[config.mk]
export PLATFORM = sky130hd
export DESIGN_NAME = geohash_encoder
export DESIGN_NICKNAME = d
export VERILOG_FILES = /design/src/rtl/gh_pkg.sv /design/src/rtl/gh_dp.sv /design/src/rtl/gh_ctrl.sv /design/src/rtl/geohash_encoder.sv
export SDC_FILE = /design/constraint.sdc
export NUM_CORES = 1
export LEC_CHECK = 0
export ABC_AREA = 0
export ABC_CLOCK_PERIOD_IN_PS = 9050
export BUFFER_PORTS_ARGS = -buffer_cell sky130_fd_sc_hd__buf_2
export CAP_MARGIN = 15
export CORE_ASPECT_RATIO = 0.6
export CORE_MARGIN = 2
export CORE_UTILIZATION = 30
export CTS_CLUSTER_SIZE = 20
export DETAILED_ROUTE_END_ITERATION = 7
export PLACE_DENSITY = 0.56
export SYNTH_ARGS = -nofsm -noshare
export SYNTH_HDL_FRONTEND = slang
export SYNTH_HIERARCHICAL = 1
export SYNTH_SLANG_ARGS = --single-unit
[constraint.sdc]
create_clock -name clk_i -period 9.05 [get_ports clk_i]
set_input_delay 1.3575 -clock clk_i [delete_from_list [all_inputs] [get_ports clk_i]]
set_output_delay 1.3575 -clock clk_i [all_outputs]
set_load 0.05 [all_outputs]
[src/rtl/gh_pkg.sv]
// Shared constants, types and the base32 character table of the geohash encoder.
`default_nettype none

package gh_pkg;

  // Field widths
  localparam int LAT_W    = 40;
  localparam int LON_W    = 41;
  localparam int CRD_W    = 42;
  localparam int CNT_W    = 4;
  localparam int CHAR_W   = 7;
  localparam int CODE_W   = 5;
  localparam int BIT_CW   = 3;

  // Characters per coordinate and bits per character
  localparam int MAX_CHARS     = 12;
  localparam int BITS_PER_CHAR = 5;

  // Coordinate bounds in degrees * 2^32
  localparam logic signed [CRD_W-1:0] LAT_BOUND = 42'sd386547056640;
  localparam logic signed [CRD_W-1:0] LON_BOUND = 42'sd773094113280;

  // Register index decoded from the APB address
  localparam logic REG_CHAR_COUNT = 1'b0;

  typedef logic signed [CRD_W-1:0] crd_t;

  // Commands from the controller to the datapath
  typedef struct packed {
    logic load;
    logic step;
    logic emit_char;
    logic emit_err;
    logic last;
  } gh_cmd_t;

  // Status from the datapath to the controller
  typedef struct packed {
    logic oor;
  } gh_sts_t;

  // Map a 5-bit code to its ASCII geohash character
  function automatic logic [CHAR_W-1:0] gh_alpha(input logic [CODE_W-1:0] code);
    logic [CHAR_W-1:0] ch;
    case (code)
      5'd0:    ch = 7'h30;
      5'd1:    ch = 7'h31;
      5'd2:    ch = 7'h32;
      5'd3:    ch = 7'h33;
      5'd4:    ch = 7'h34;
      5'd5:    ch = 7'h35;
      5'd6:    ch = 7'h36;
      5'd7:    ch = 7'h37;
      5'd8:    ch = 7'h38;
      5'd9:    ch = 7'h39;
      5'd10:   ch = 7'h62;
      5'd11:   ch = 7'h63;
      5'd12:   ch = 7'h64;
      5'd13:   ch = 7'h65;
      5'd14:   ch = 7'h66;
      5'd15:   ch = 7'h67;
      5'd16:   ch = 7'h68;
      5'd17:   ch = 7'h6A;
      5'd18:   ch = 7'h6B;
      5'd19:   ch = 7'h6D;
      5'd20:   ch = 7'h6E;
      5'd21:   ch = 7'h70;
      5'd22:   ch = 7'h71;
      5'd23:   ch = 7'h72;
      5'd24:   ch = 7'h73;
      5'd25:   ch = 7'h74;
      5'd26:   ch = 7'h75;
      5'd27:   ch = 7'h76;
      5'd28:   ch = 7'h77;
      5'd29:   ch = 7'h78;
      5'd30:   ch = 7'h79;
      5'd31:   ch = 7'h7A;
      default: ch = '0;
    endcase
    return ch;
  endfunction

endpackage

`default_nettype wire

[src/rtl/gh_dp.sv]
// Geohash datapath: bisection unit, code shifter and output register.
`default_nettype none

module gh_dp (
  input  wire                                  clk_i,
  input  wire gh_pkg::gh_cmd_t                 cmd_i,
  output gh_pkg::gh_sts_t                      sts_o,
  input  wire logic signed [gh_pkg::LAT_W-1:0] latitude_i,
  input  wire logic signed [gh_pkg::LON_W-1:0] longitude_i,
  output logic [gh_pkg::CHAR_W-1:0]            hash_char_o,
  output logic                                 last_char_o,
  output logic                                 out_of_range_o
);
  import gh_pkg::*;

  crd_t lat_x_q, lon_x_q;
  crd_t lat_lo_q, lat_hi_q, lon_lo_q, lon_hi_q;
  logic lon_turn_q;
  logic [CODE_W-1:0] code_q;
  logic oor_q;
  logic [CHAR_W-1:0] hash_q;
  logic last_q, err_q;

  crd_t lat_ext, lon_ext;
  logic oor_d;
  crd_t sel_lo, sel_hi, sel_x, mid;
  logic signed [CRD_W:0] sum;
  logic bit_d;

  // Extend the inputs and check them against the bounds
  assign lat_ext = {{(CRD_W-LAT_W){latitude_i[LAT_W-1]}}, latitude_i};
  assign lon_ext = {{(CRD_W-LON_W){longitude_i[LON_W-1]}}, longitude_i};
  assign oor_d   = (lat_ext < -LAT_BOUND) || (lat_ext > LAT_BOUND) ||
                   (lon_ext < -LON_BOUND) || (lon_ext > LON_BOUND);

  // Shared midpoint adder and compare; lo + hi is always even
  always_comb begin
    sel_lo = lon_turn_q ? lon_lo_q : lat_lo_q;
    sel_hi = lon_turn_q ? lon_hi_q : lat_hi_q;
    sel_x  = lon_turn_q ? lon_x_q  : lat_x_q;
    sum    = {sel_lo[CRD_W-1], sel_lo} + {sel_hi[CRD_W-1], sel_hi};
    mid    = sum[CRD_W:1];
    bit_d  = sel_x > mid;
  end

  // Load the coordinate, then narrow one interval per step
  always_ff @(posedge clk_i) begin
    if (cmd_i.load) begin
      lat_x_q    <= lat_ext;
      lon_x_q    <= lon_ext;
      lat_lo_q   <= -LAT_BOUND;
      lat_hi_q   <= LAT_BOUND;
      lon_lo_q   <= -LON_BOUND;
      lon_hi_q   <= LON_BOUND;
      lon_turn_q <= 1'b1;
      oor_q      <= oor_d;
    end else if (cmd_i.step) begin
      lon_turn_q <= ~lon_turn_q;
      code_q     <= {code_q[CODE_W-2:0], bit_d};
      if (lon_turn_q) begin
        if (bit_d) lon_lo_q <= mid;
        else       lon_hi_q <= mid;
      end else begin
        if (bit_d) lat_lo_q <= mid;
        else       lat_hi_q <= mid;
      end
    end
  end

  // Fill the output register with a character or the error result
  always_ff @(posedge clk_i) begin
    if (cmd_i.emit_char) begin
      hash_q <= gh_alpha(code_q);
      last_q <= cmd_i.last;
      err_q  <= 1'b0;
    end else if (cmd_i.emit_err) begin
      hash_q <= '0;
      last_q <= 1'b1;
      err_q  <= 1'b1;
    end
  end

  assign sts_o.oor      = oor_q;
  assign hash_char_o    = hash_q;
  assign last_char_o    = last_q;
  assign out_of_range_o = err_q;

endmodule

`default_nettype wire

[src/rtl/gh_ctrl.sv]
// Geohash controller: sequencing of bisection steps and output handshake.
`default_nettype none

module gh_ctrl (
  input  wire                         clk_i,
  input  wire                         rst_ni,
  input  wire                         in_valid_i,
  output logic                        in_ready_o,
  output logic                        out_valid_o,
  input  wire                         out_ready_i,
  input  wire [gh_pkg::CNT_W-1:0]     count_i,
  input  wire gh_pkg::gh_sts_t        sts_i,
  output gh_pkg::gh_cmd_t             cmd_o
);
  import gh_pkg::*;

  typedef enum logic [4:0] {
    S_IDLE  = 5'b00001,
    S_CHECK = 5'b00010,
    S_STEP  = 5'b00100,
    S_EMIT  = 5'b01000,
    S_ERR   = 5'b10000
  } state_e;

  state_e state_q, state_d;
  logic [BIT_CW-1:0] bit_cnt_q, bit_cnt_d;
  logic [CNT_W-1:0]  char_cnt_q, char_cnt_d;
  logic out_valid_q, out_valid_d;
  logic [CNT_W-1:0] num_chars, last_idx;
  logic ofree;

  // Clamp the character count to 1..MAX_CHARS
  always_comb begin
    if (count_i == '0) begin
      num_chars = CNT_W'(1);
    end else if (count_i > CNT_W'(MAX_CHARS)) begin
      num_chars = CNT_W'(MAX_CHARS);
    end else begin
      num_chars = count_i;
    end
    last_idx = num_chars - CNT_W'(1);
  end

  assign ofree = !out_valid_q || out_ready_i;

  // Next state and datapath commands
  always_comb begin
    state_d     = state_q;
    bit_cnt_d   = bit_cnt_q;
    char_cnt_d  = char_cnt_q;
    out_valid_d = out_valid_q && !out_ready_i;
    cmd_o       = '0;
    case (state_q)
      S_IDLE: begin
        if (in_valid_i) begin
          cmd_o.load = 1'b1;
          state_d    = S_CHECK;
        end
      end
      S_CHECK: begin
        bit_cnt_d  = '0;
        char_cnt_d = '0;
        state_d    = sts_i.oor ? S_ERR : S_STEP;
      end
      S_STEP: begin
        cmd_o.step = 1'b1;
        if (bit_cnt_q == BIT_CW'(BITS_PER_CHAR - 1)) begin
          bit_cnt_d = '0;
          state_d   = S_EMIT;
        end else begin
          bit_cnt_d = bit_cnt_q + BIT_CW'(1);
        end
      end
      S_EMIT: begin
        cmd_o.last = (char_cnt_q == last_idx);
        if (ofree) begin
          cmd_o.emit_char = 1'b1;
          out_valid_d     = 1'b1;
          if (cmd_o.last) begin
            state_d = S_IDLE;
          end else begin
            char_cnt_d = char_cnt_q + CNT_W'(1);
            state_d    = S_STEP;
          end
        end
      end
      S_ERR: begin
        if (ofree) begin
          cmd_o.emit_err = 1'b1;
          out_valid_d    = 1'b1;
          state_d        = S_IDLE;
        end
      end
      default: begin
        state_d = S_IDLE;
      end
    endcase
  end

  // Hold control state
  always_ff @(posedge clk_i or negedge rst_ni) begin
    if (!rst_ni) begin
      state_q     <= S_IDLE;
      bit_cnt_q   <= '0;
      char_cnt_q  <= '0;
      out_valid_q <= 1'b0;
    end else begin
      state_q     <= state_d;
      bit_cnt_q   <= bit_cnt_d;
      char_cnt_q  <= char_cnt_d;
      out_valid_q <= out_valid_d;
    end
  end

  assign in_ready_o  = (state_q == S_IDLE);
  assign out_valid_o = out_valid_q;

endmodule

`default_nettype wire

[src/rtl/geohash_encoder.sv]
// Geohash encoder top level: APB register, controller and datapath.
//
//  channel | direction | handshake             | payload
//  --------+-----------+-----------------------+------------------------------------
//  in      | input     | in_valid_i/in_ready_o | latitude_i, longitude_i
//  out     | output    | out_valid_o/out_ready_i | hash_char_o, last_char_o, out_of_range_o
//  cfg     | input     | psel/penable/pready   | paddr, pwdata, prdata (char_count)
//
// An item passes an accept state and a range-check state, then for each character
// five bisection steps on the shared midpoint adder and one emit step follow.
// An out-of-range item goes from the range check to the error state instead.
// Reset clears the controller and sets char_count to 12; no clearing pass.
// A stalled output holds the emit step; the input is taken again once the last
// transfer of an item is in the output register.
`default_nettype none

module geohash_encoder (
  input  wire                                  clk_i,
  input  wire                                  rst_ni,
  input  wire                                  in_valid_i,
  output logic                                 in_ready_o,
  input  wire logic signed [gh_pkg::LAT_W-1:0] latitude_i,
  input  wire logic signed [gh_pkg::LON_W-1:0] longitude_i,
  output logic                                 out_valid_o,
  input  wire                                  out_ready_i,
  output logic [gh_pkg::CHAR_W-1:0]            hash_char_o,
  output logic                                 last_char_o,
  output logic                                 out_of_range_o,
  input  wire                                  psel,
  input  wire                                  penable,
  input  wire                                  pwrite,
  input  wire [2:0]                            paddr,
  input  wire [31:0]                           pwdata,
  output logic [31:0]                          prdata,
  output logic                                 pready
);
  import gh_pkg::*;

  logic [CNT_W-1:0] char_count_q, char_count_d;
  gh_cmd_t cmd;
  gh_sts_t sts;
  logic wr_en;

  // Write char_count on the access phase of an APB write
  assign pready = 1'b1;
  assign wr_en  = psel && penable && pwrite && pready && (paddr[2] == REG_CHAR_COUNT);

  always_comb begin
    char_count_d = char_count_q;
    if (wr_en) begin
      char_count_d = pwdata[CNT_W-1:0];
    end
  end

  always_ff @(posedge clk_i or negedge rst_ni) begin
    if (!rst_ni) begin
      char_count_q <= CNT_W'(MAX_CHARS);
    end else begin
      char_count_q <= char_count_d;
    end
  end

  // Return the register value on reads
  assign prdata = (paddr[2] == REG_CHAR_COUNT) ? {{(32-CNT_W){1'b0}}, char_count_q} : '0;

  gh_ctrl u_ctrl (
    .clk_i       (clk_i),
    .rst_ni      (rst_ni),
    .in_valid_i  (in_valid_i),
    .in_ready_o  (in_ready_o),
    .out_valid_o (out_valid_o),
    .out_ready_i (out_ready_i),
    .count_i     (char_count_q),
    .sts_i       (sts),
    .cmd_o       (cmd)
  );

  gh_dp u_dp (
    .clk_i          (clk_i),
    .cmd_i          (cmd),
    .sts_o          (sts),
    .latitude_i     (latitude_i),
    .longitude_i    (longitude_i),
    .hash_char_o    (hash_char_o),
    .last_char_o    (last_char_o),
    .out_of_range_o (out_of_range_o)
  );

`ifndef SYNTHESIS
  // An error result is a single, final, zero character
  a_err_result: assert property (@(posedge clk_i) disable iff (!rst_ni)
    out_valid_o && out_of_range_o |-> last_char_o && (hash_char_o == '0))
    else $error("error result not marked last or not zero");

  // A normal result always carries a printable character
  a_char_nonzero: assert property (@(posedge clk_i) disable iff (!rst_ni)
    out_valid_o && !out_of_range_o |-> (hash_char_o != '0))
    else $error("character result carries zero code");

  // The block is busy in the cycle after taking an item
  a_busy_after_accept: assert property (@(posedge clk_i) disable iff (!rst_ni)
    in_valid_i && in_ready_o |=> !in_ready_o)
    else $error("input taken again right after a transfer");
`endif

endmodule

`default_nettype wire

# [Word level (Yosys, flattened, before mapping)]
# Memory sizes are Yosys's and may differ from the RTL's. A register that Yosys moved wholly into a read port is not among the register bits.
# Cells that the tools add are included.
[classes] n_addsub=4 order_cmp=6 eq_ne=12 muxes=32 n_bitwise=4 n_reduce_logical=22
[op_table] cell="$mux W42" n=3
[op_table] cell="$add A42 B42 Y43" n=1
[op_table] cell="$gt A42 B42 Y1" n=1
[op_table] cell="$gt A41 B41 Y1 const B" n=1
[op_table] cell="$lt A41 B41 Y1 const B" n=1
[op_table] cell="$gt A40 B40 Y1 const B" n=1
[op_table] cell="$lt A40 B40 Y1 const B" n=1
[op_table] cell="$mux W5" n=6
[op_table] cell="$pmux W5 S5" n=1
[op_table] cell="$mux W4" n=5
[op_table] cell="$reduce_and A3 Y1" n=5
[op_table] cell="$mux W7" n=2
[op_table] cell="$mux W1" n=11
[op_table] cell="$pmux W4 S2" n=1
[op_table] cell="$mux W3" n=2
[op_table] cell="$ne A2 B1 Y1 const B" n=3
[op_table] cell="$pmux W3 S2" n=1
[op_table] cell="$reduce_bool A2 Y1" n=3
[op_table] cell="$eq A5 B1 Y1 const B" n=1
[op_table] cell="$eq A5 B2 Y1 const B" n=1
[op_table] cell="$eq A5 B3 Y1 const B" n=1
[op_table] cell="$eq A5 B4 Y1 const B" n=1
[op_table] cell="$eq A5 B5 Y1 const B" n=1
[op_table] cell="$add A4 B1 Y4 const B" n=1
[op_table] cell="14 further kinds" n=25
[totals] ff_bits=282 romBits=192 input_bits=123 output_inout_bits=44 word_cells=98 n_memories=1
[memory_table] memory="(name not given)" depth=32 width=6 read_ports=1 rd_clocked_by_memory_dff=1 wr=0 line="gh_pkg.sv:45" source="case (code)"

# [Logic depth before layout (Yosys ltp)]
# Gate-level depths: netlist of the first run.
[logic_depth] depth_word=8 mapped_depth=28 ltp_nobuf=24

# [Modules after synthesis]
# The synthesis of the first run kept the hierarchy.
[modules_own_cells] module="gh_dp" instances=1 cells_each=1445 area_each_um2=14565.2 seq_area_each_um2=6376.1
[modules_own_cells] module="gh_ctrl" instances=1 cells_each=100 area_each_um2=912.1 seq_area_each_um2=326.6
[modules_own_cells] module="geohash_encoder" instances=1 cells_each=44 area_each_um2=431.7 seq_area_each_um2=102.6

# [Least setup slack after synthesis of the first run]
# OpenSTA, ideal clock, no wires.
[synth_path] path_kind="register to register" startpoint="register u_dp.lon_turn_q" endpoint="register with a tool-made name" setup_ps=72 arrival_ps=6294 required_time_ps=8978 path_slack_ps=2684 path_stages_with_launch=27 path_buffers=5 period_less_slack_ps=6366 cell_sequence="dfxtp_1 > clkbuf_1 > clkbuf_1 > clkbuf_1 > mux2_2 > ha_1 > clkbuf_1 > a21o_1 > a21o_1 > a21oi_1 > o2bb2ai_1 > nor3_2 > o21a_1 > o2111ai_1 > mux2_2 > ha_1 > buf_2 > nand4_1 > nor4_4 > nand3_1 > a31oi_1 > a211oi_4 > xor2_1 > a31oi_1 > ha_1 > a22oi_1 > a2bb2oi_1"
[synth_lines] element="start: declaration" line="gh_dp.sv:18" source="logic lon_turn_q;"
[synth_lines] element="start signal: assignment" line="gh_dp.sv:58" source="lon_turn_q <= ~lon_turn_q;"

# [Worst setup path in the final report of the first run]
[layout_path] startpoint="register u_dp.lon_turn_q" endpoint="register u_dp.lon_lo_q[16]"
[layout_via] elab_chain_cells=4 word_cells_on_any_way=6 classes_between="1 x add/sub; 1 x order compare; 3 x mux; 1 x reduce/logical"
[layout_rtl] element="$mux W42, on equally long branches" line="gh_dp.sv:38, gh_dp.sv:39"
[layout_rtl] element="$add A42 B42 Y43" line="gh_dp.sv:41" source="sum = {sel_lo[CRD_W-1], sel_lo} + {sel_hi[CRD_W-1], sel_hi};"
[layout_rtl] element="$gt A42 B42 Y1" line="gh_dp.sv:43" source="bit_d = sel_x > mid;"
[layout_rtl] element="$reduce_and A3 Y1 (no source line)"
[layout_rtl] element="end signal: assignment" line="gh_dp.sv:53" source="lon_lo_q <= -LON_BOUND;"
[layout_rtl] element="end signal: assignment" line="gh_dp.sv:61" source="if (bit_d) lon_lo_q <= mid;"
[layout_rtl] element="end: declaration" line="gh_dp.sv:17" source="crd_t lat_lo_q, lat_hi_q, lon_lo_q, lon_hi_q;"
# Parallel ways exist; a longest one is shown, timed or not.
# A chain may end at the register's enable or synchronous reset.

==> results of run 1 <==
==> sequential cells by signal (all words and copies together) (netlist names), named ones only <==
name                 cells
u_ctrl/out_valid_o       1
u_dp/lon_lo_q           42
u_dp/lat_lo_q           42
u_dp/out_of_range_o      1
u_dp/lon_turn_q          1
u_ctrl/char_cnt_q        4
u_ctrl/bit_cnt_q         3
u_dp/lon_hi_q           42
u_dp/hash_char_o         7
u_dp/sts_o               1
u_dp/last_char_o         1
char_count_q             4
u_dp/lat_hi_q           42
u_dp/lat_x_q            40
u_dp/lon_x_q            41
u_ctrl/state_q           5
u_dp/code_q              5
==> cell usage after synthesis, types with 9 or more instances <==
cell type,n
dfxtp_1,176
nor2_1,146
mux2_2,127
nand2_1,123
a21oi_1,111
edfxtp_1,95
mux2i_1,93
ha_1,91
o21ai_0,61
inv_1,50
clkbuf_1,41
buf_4,39
nand3_1,28
a21o_1,27
nand2b_1,23
nand4_1,23
a211oi_1,21
nor4_1,20
xnor2_1,20
o211ai_1,19
xor2_1,18
and2_1,17
nor3_1,16
buf_2,15
nor2b_1,15
dfrtp_1,14
a31oi_1,9
==> stage by stage <==
step | utilization | power, mW
CTS | 0.344 | 6.00
detailed placement | 0.324 | 4.66
global placement | 0.324 | 4.60
floorplan | - | 3.85
global route | 0.344 | 6.36
finish | 0.344 | 5.98
==> per-layer routing <==
layer,share of wire,global-route usage,up-vias
met1,0.54,0.238,5830
met2,0.39,0.201,352
met3,0.058,0.0217,50
met5,0,0,-
li1,-,-,5848
met4,0.018,0.0273,0
==> final cells by class <==
type,instances,area share
clock buffer,33,0.0433
clock inverter,23,0.0156
inverter,51,0.0106
multi-input combinational,1171,0.466
sequential,288,0.377
tap,703,0.0487
timing repair buffer,123,0.0384
==> power by group through the flow <==
stage               Combinational, mW  Sequential, mW  Clock, mW
global route                     3.26            1.70       1.40
global placement                 2.90            1.70          0
detailed placement               2.95            1.71          0
CTS                              2.97            1.68       1.35
finish                           2.98            1.68       1.32
floorplan                        2.19            1.66          0
==> logic make-up after synthesis <==
group | Yosys count | synth area share
xor gates and xnor gates | 39 | 0.0219
buffers and inverters | 157 | 0.0513
AOI/OAI and AO/OA | 314 | 0.126
DFF | 288 | 0.428
other | 2 | 0.000472
muxes | 221 | 0.149
adders and majority gates | 92 | 0.0728
and+or+nand+nor | 476 | 0.150
==> path summary, 6_finish.rpt <==
path | depth (start not counted) | slack (ns) | endpoint | start
hold / removal | 2 | 0.45 | u_dp/lon_hi_q[33] | u_dp/lon_hi_q[33]
setup / recovery | 21 | 1.32 | u_dp/lon_lo_q[16] | u_dp/lon_turn_q
min in group asynchronous | 1 | 0.67 | u_ctrl/state_q[1] | rst_ni
hold reg to reg | 2 | 0.45 | u_dp/lon_hi_q[33] | u_dp/lon_hi_q[33]
setup reg to reg | 21 | 1.32 | u_dp/lon_lo_q[16] | u_dp/lon_turn_q
max in group asynchronous | 1 | 8.04 | char_count_q[2] | rst_ni
==> critical path, stage by stage, from the launching register on <==
cell and delay [ns]:
dfxtp_4 0.92, buf_4 0.67, mux2_2 0.42, ha_1 0.38
a21o_1 0.25, a21o_1 0.18, a21oi_1 0.25, nor2b_1 0.12
a31oi_1 0.22, o311ai_1 0.14, a21oi_1 0.19, xor2_1 0.48
ha_1 0.35, a21o_1 0.19, a21o_1 0.17, a221oi_1 0.28
o211ai_1 0.21, a211oi_4 0.45, mux2i_4 0.98, buf_4 0.32
mux2i_1 0.21, nor2_1 0.06
==> flow_summary.yaml, run 1 <==
clock_network:
  cts_sinks: 288
  cts_hold_buf: 0
  cts_made_buffers: 30
  cts-root-buf: "clkbuf_16"
  cts_resized: 0
  cts.reportedPaths.clkPinSlew_ns: 0.07
  htreeDepth: 1
  cts_tree: "built"
  cts_setup_buffers: 0
  clock_tree.buffer_depth: 3
  clkLatencyLatePin_ns: 0.60
power:
  p_leak_nw: 7.46
  power_frac_seq: 0.281
  power_density_nw_per_um2: 331
  vdd_ir_drop_max_uv: 346
  p_int_mw: 3.41
  p_clk_frac: 0.221
  combinationalPowerShare: 0.499
  p_switching_mw: 2.58
  switching_share: 0.431
detailed_routing:
  drc_errors: 0
  drtIter0Drc: 891
  dr.pass1.iters: 5
  routed_wl_mm: 41.0
  wl_per_cell_um: 17.1
  ant_nets: 0
  vias: 12100
  routed_via_density: 5.05
synth:
  ys_seq_area_frac: 0.428
  synth_top_area_cell: "dfxtp_1"
  ys.flop_type: "dfxtp_1"
  synth-edff-count: 95
  synth_cells: 1589
  yosysWarnings: 6
  avgSynthCellArea_um2: 10.0
  synth_area_leaders: "dfxtp_1 (22%), edfxtp_1 (18%), mux2_2 (9.0%)"
  ys_ff_latch: 288
  syn_area_um2: 15900
  yosysUniqueCellTypes: 93
  async_reset_ff_frac: 0.0590
  synth.top_cell.area_share: 0.221
final_layout:
  final-instance-count-excl-fill: 2392
  regArea_um2: 6810
  multi_input_area_um2: 8420
  final_layout_size_suffix_gt1_frac: 0.210
  diodes: 0
  postLayoutCellArea_um2: 18100
  layout.nets: 1880
  fill_cells: 5207
  final_common_cell: "dfxtp_1"
  layout_common_cells: "dfxtp_1 (175), nor2_1 (146), mux2_2 (127)"
  synthToLayoutAreaGrowth_pct: 13.5
hold_path:
  min_path_type: "flop to flop"
die:
  num_io_pins: 167
  rows: 65
  die_h_um: 182
  die_area_um2: 54900
  core_area_um2: 52500
  start_util: 0.303
  dieWidth_um: 301
timing:
  post-route-period-util: 0.855
  setup_tns_ns: 0
  timing.slew.headroom: 0.255
  worst_pin_slew_ns: 1.09
  hold_viol: 0
  min_period_ns: 7.73
  finalMaxSlewViolations: 0
  hold_ws_ns: 0.454
  setup_viol: 0
  fmax_ghz: 0.129
  rsz0062_at_grt: "false"
  setup_ws_ns: 1.32
  skew_ns: 0.0430
placed_design:
  io_buffers: 107
  placed_area_um2: 17000
  gp_congestion: 0.843
  dp_cells: 2336
  post-dp-hpwl_mm: 30.2
  pre_cts_slack_ns: 1.41
setup_path:
  worstSetupPathType: "flop to flop"
  critical_path.max_fanout: 58
  required_ns: 9.47
  crit_arrival_ns: 8.16
  crit_path_start_kind: "flop"
  cp-end-kind: "flop"
grt:
  grt.overflow.total: 0
  grt_pass1_wl_mm: 64.9
  antenna_found_initial: 1
  grt_max_degree: 72
  track_usage: 0.147
  grt_pass1_vias: 11600
flow_run:
  maxCapViolations: 0
status:
  outcome: "complete, no violations"
Note: power is estimated with default switching activity, not from simulation.
==> run 2, diff against run 1 <==
--- a/config.mk
+++ b/config.mk
@@ -10,10 +10,10 @@
 export BUFFER_PORTS_ARGS = -buffer_cell sky130_fd_sc_hd__buf_2
 export CAP_MARGIN = 15
 export CORE_ASPECT_RATIO = 0.6
-export CORE_MARGIN = 2
 export CORE_UTILIZATION = 30
 export CTS_CLUSTER_SIZE = 20
 export DETAILED_ROUTE_END_ITERATION = 7
+export GPL_TIMING_DRIVEN = 0
 export PLACE_DENSITY = 0.56
 export SYNTH_ARGS = -nofsm -noshare
 export SYNTH_HDL_FRONTEND = slang
==> flow_summary.yaml, run 2 (synthesis gave the netlist of run 1 again) <==
detailed_routing:
  ant_nets: 0
  dr.pass1.iters: 6
  wl_per_cell_um: 18.9
  vias: 12600
  routed_wl_mm: 46.8
  routed_via_density: 5.09
  drc_errors: 0
  drtIter0Drc: 1267
power:
  combinationalPowerShare: 0.523
  p_int_mw: 3.39
  switching_share: 0.439
  p_clk_frac: 0.208
  power_density_nw_per_um2: 328
  p_leak_nw: 7.71
  p_switching_mw: 2.66
  vdd_ir_drop_max_uv: 328
  power_frac_seq: 0.269
  power_mw: 6.05
setup_path:
  rr_worst_depth: 25
  slowest_delay_ns: 0.75
  r2r-end: "u_dp/lon_lo_q[35]"
  critPathTopFamily: "buffers and inverters"
  critical_path.max_fanout: 10
  worst_path_max_delay_cell: "mux2i_2"
  crit_top_cell: "clkbuf_1"
  worstSetupPathType: "flop to flop"
  r2r_slack_ns: 0.42
  required_ns: 9.48
  reg2reg_from: "u_dp/lon_turn_q"
  crit_buf_inv: 5
  crit_arrival_ns: 9.05
  cp-end-kind: "flop"
  crit_path_start_kind: "flop"
final_layout:
  regArea_um2: 6810
  final_layout_size_suffix_gt1_frac: 0.217
  layout.nets: 1971
  layout_common_cells: "dfxtp_1 (176), nor2_1 (146), mux2_2 (127)"
  fill_cells: 5186
  synthToLayoutAreaGrowth_pct: 15.9
  final_common_cell: "dfxtp_1"
  multi_input_area_um2: 8390
placed_design:
  gp_congestion: 0.896
  post-dp-hpwl_mm: 36.2
  io_buffers: 107
clock_network:
  cts_setup_buffers: 0
  cts_resized: 0
  clock_tree.buffer_depth: 3
  cts_sinks: 288
  cts.reportedPaths.clkPinSlew_ns: 0.06
  cts-root-buf: "clkbuf_16"
  cts_tree: "built"
  htreeDepth: 1
  clkLatencyLatePin_ns: 0.61
  cts_hold_buf: 0
  cts_made_buffers: 30
grt:
  track_usage: 0.169
  grt_pass1_vias: 11900
  antenna_found_initial: 0
  grt_pass1_wl_mm: 71.2
  grt.overflow.total: 0
  grt_max_degree: 45
timing:
  skew_ns: 0.0449
  finalMaxSlewViolations: 0
  min_period_ns: 8.63
  fmax_ghz: 0.116
  post-route-period-util: 0.953
  timing.slew.headroom: 0.333
  setup_tns_ns: 0
  worst_pin_slew_ns: 1.00
  setup_viol: 0
  hold_viol: 0
  rsz0062_at_grt: "false"
hold_path:
  min_to: "u_dp/lat_lo_q[3]"
  min_from: "u_dp/lat_lo_q[3]"
  min_path_type: "flop to flop"
  hold_depth: 2
die:
  die_h_um: 180
  die_area_um2: 54000
  dieWidth_um: 299
  core_area_um2: 51600
  start_util: 0.308
  rows: 64
  num_io_pins: 167
flow_run:
  maxCapViolations: 0
status:
  outcome: "complete, no violations"
==> run 2: metrics by stage <==
| stage | std cells | setup WS [ns] | utilization | hold WS (ns) | instance area, um2 |
|---|---|---|---|---|---|
| detailed placement | 2417 | 0.612 | 0.338 | 0.445 | 17400 |
| CTS | 2473 | 0.535 | 0.357 | 0.454 | 18400 |
| finish | 2474 | 0.424 | 0.357 | 0.456 | 18400 |
| global route | 2473 | 0.0567 | 0.357 | 0.464 | 18400 |
| floorplan | 1616 | 2.68 | - | 0.433 | 16000 |
| global placement | 2416 | 0.632 | 0.337 | 0.439 | 17400 |
==> run 2: power groups by stage <==
stage	clock (mW)	sequential, mW	combinational [mW]
final	1.26	1.63	3.16
after global routing	1.34	1.65	3.44
after CTS	1.29	1.63	3.13
after detailed placement	0	1.66	3.11
after global placement	0	1.66	3.02
after floorplan	0	1.66	2.19
==> run 2: worst max-delay path by stage <==
stage,slack [ns],to,cells past startpoint,start
floorplan,2.68,flop,26,u_dp/lon_turn_q
global placement,0.63,u_dp/lon_lo_q[34],24,u_dp/lon_turn_q
detailed placement,0.61,u_dp/lat_lo_q[18],25,u_dp/lon_turn_q
CTS,0.54,u_dp/lat_lo_q[9],25,u_dp/lon_turn_q
global route,0.06,flop,26,u_dp/lon_turn_q
finish,0.42,u_dp/lon_lo_q[35],25,u_dp/lon_turn_q
==> run 2: routing by layer <==
metal / GRT usage / share of wire
met1: 0.271 / 0.52
met2: 0.233 / 0.39
met3: 0.0341 / 0.082
met4: 0.0227 / 0.012
met5: 0 / 0
==> run 2: tightest hold or removal path, delay by kind of cell (launching register included) <==
family / cells / cell delay [ns]
simple gates: 1 / 0.05
flops: 1 / 0.31
compound gates: 1 / 0.05
==> run 2: area by class of cell <==
cell class / count / share of cell area
Antenna cell: 1 / 0.000136
Clock inverter: 17 / 0.00998
Buffer: 106 / 0.0339
Clock buffer: 39 / 0.0442
Timing Repair Buffer: 108 / 0.0301
Inverter: 51 / 0.0104
Tap cell: 693 / 0.0470
Multi-Input combinational cell: 1171 / 0.455
Sequential cell: 288 / 0.369
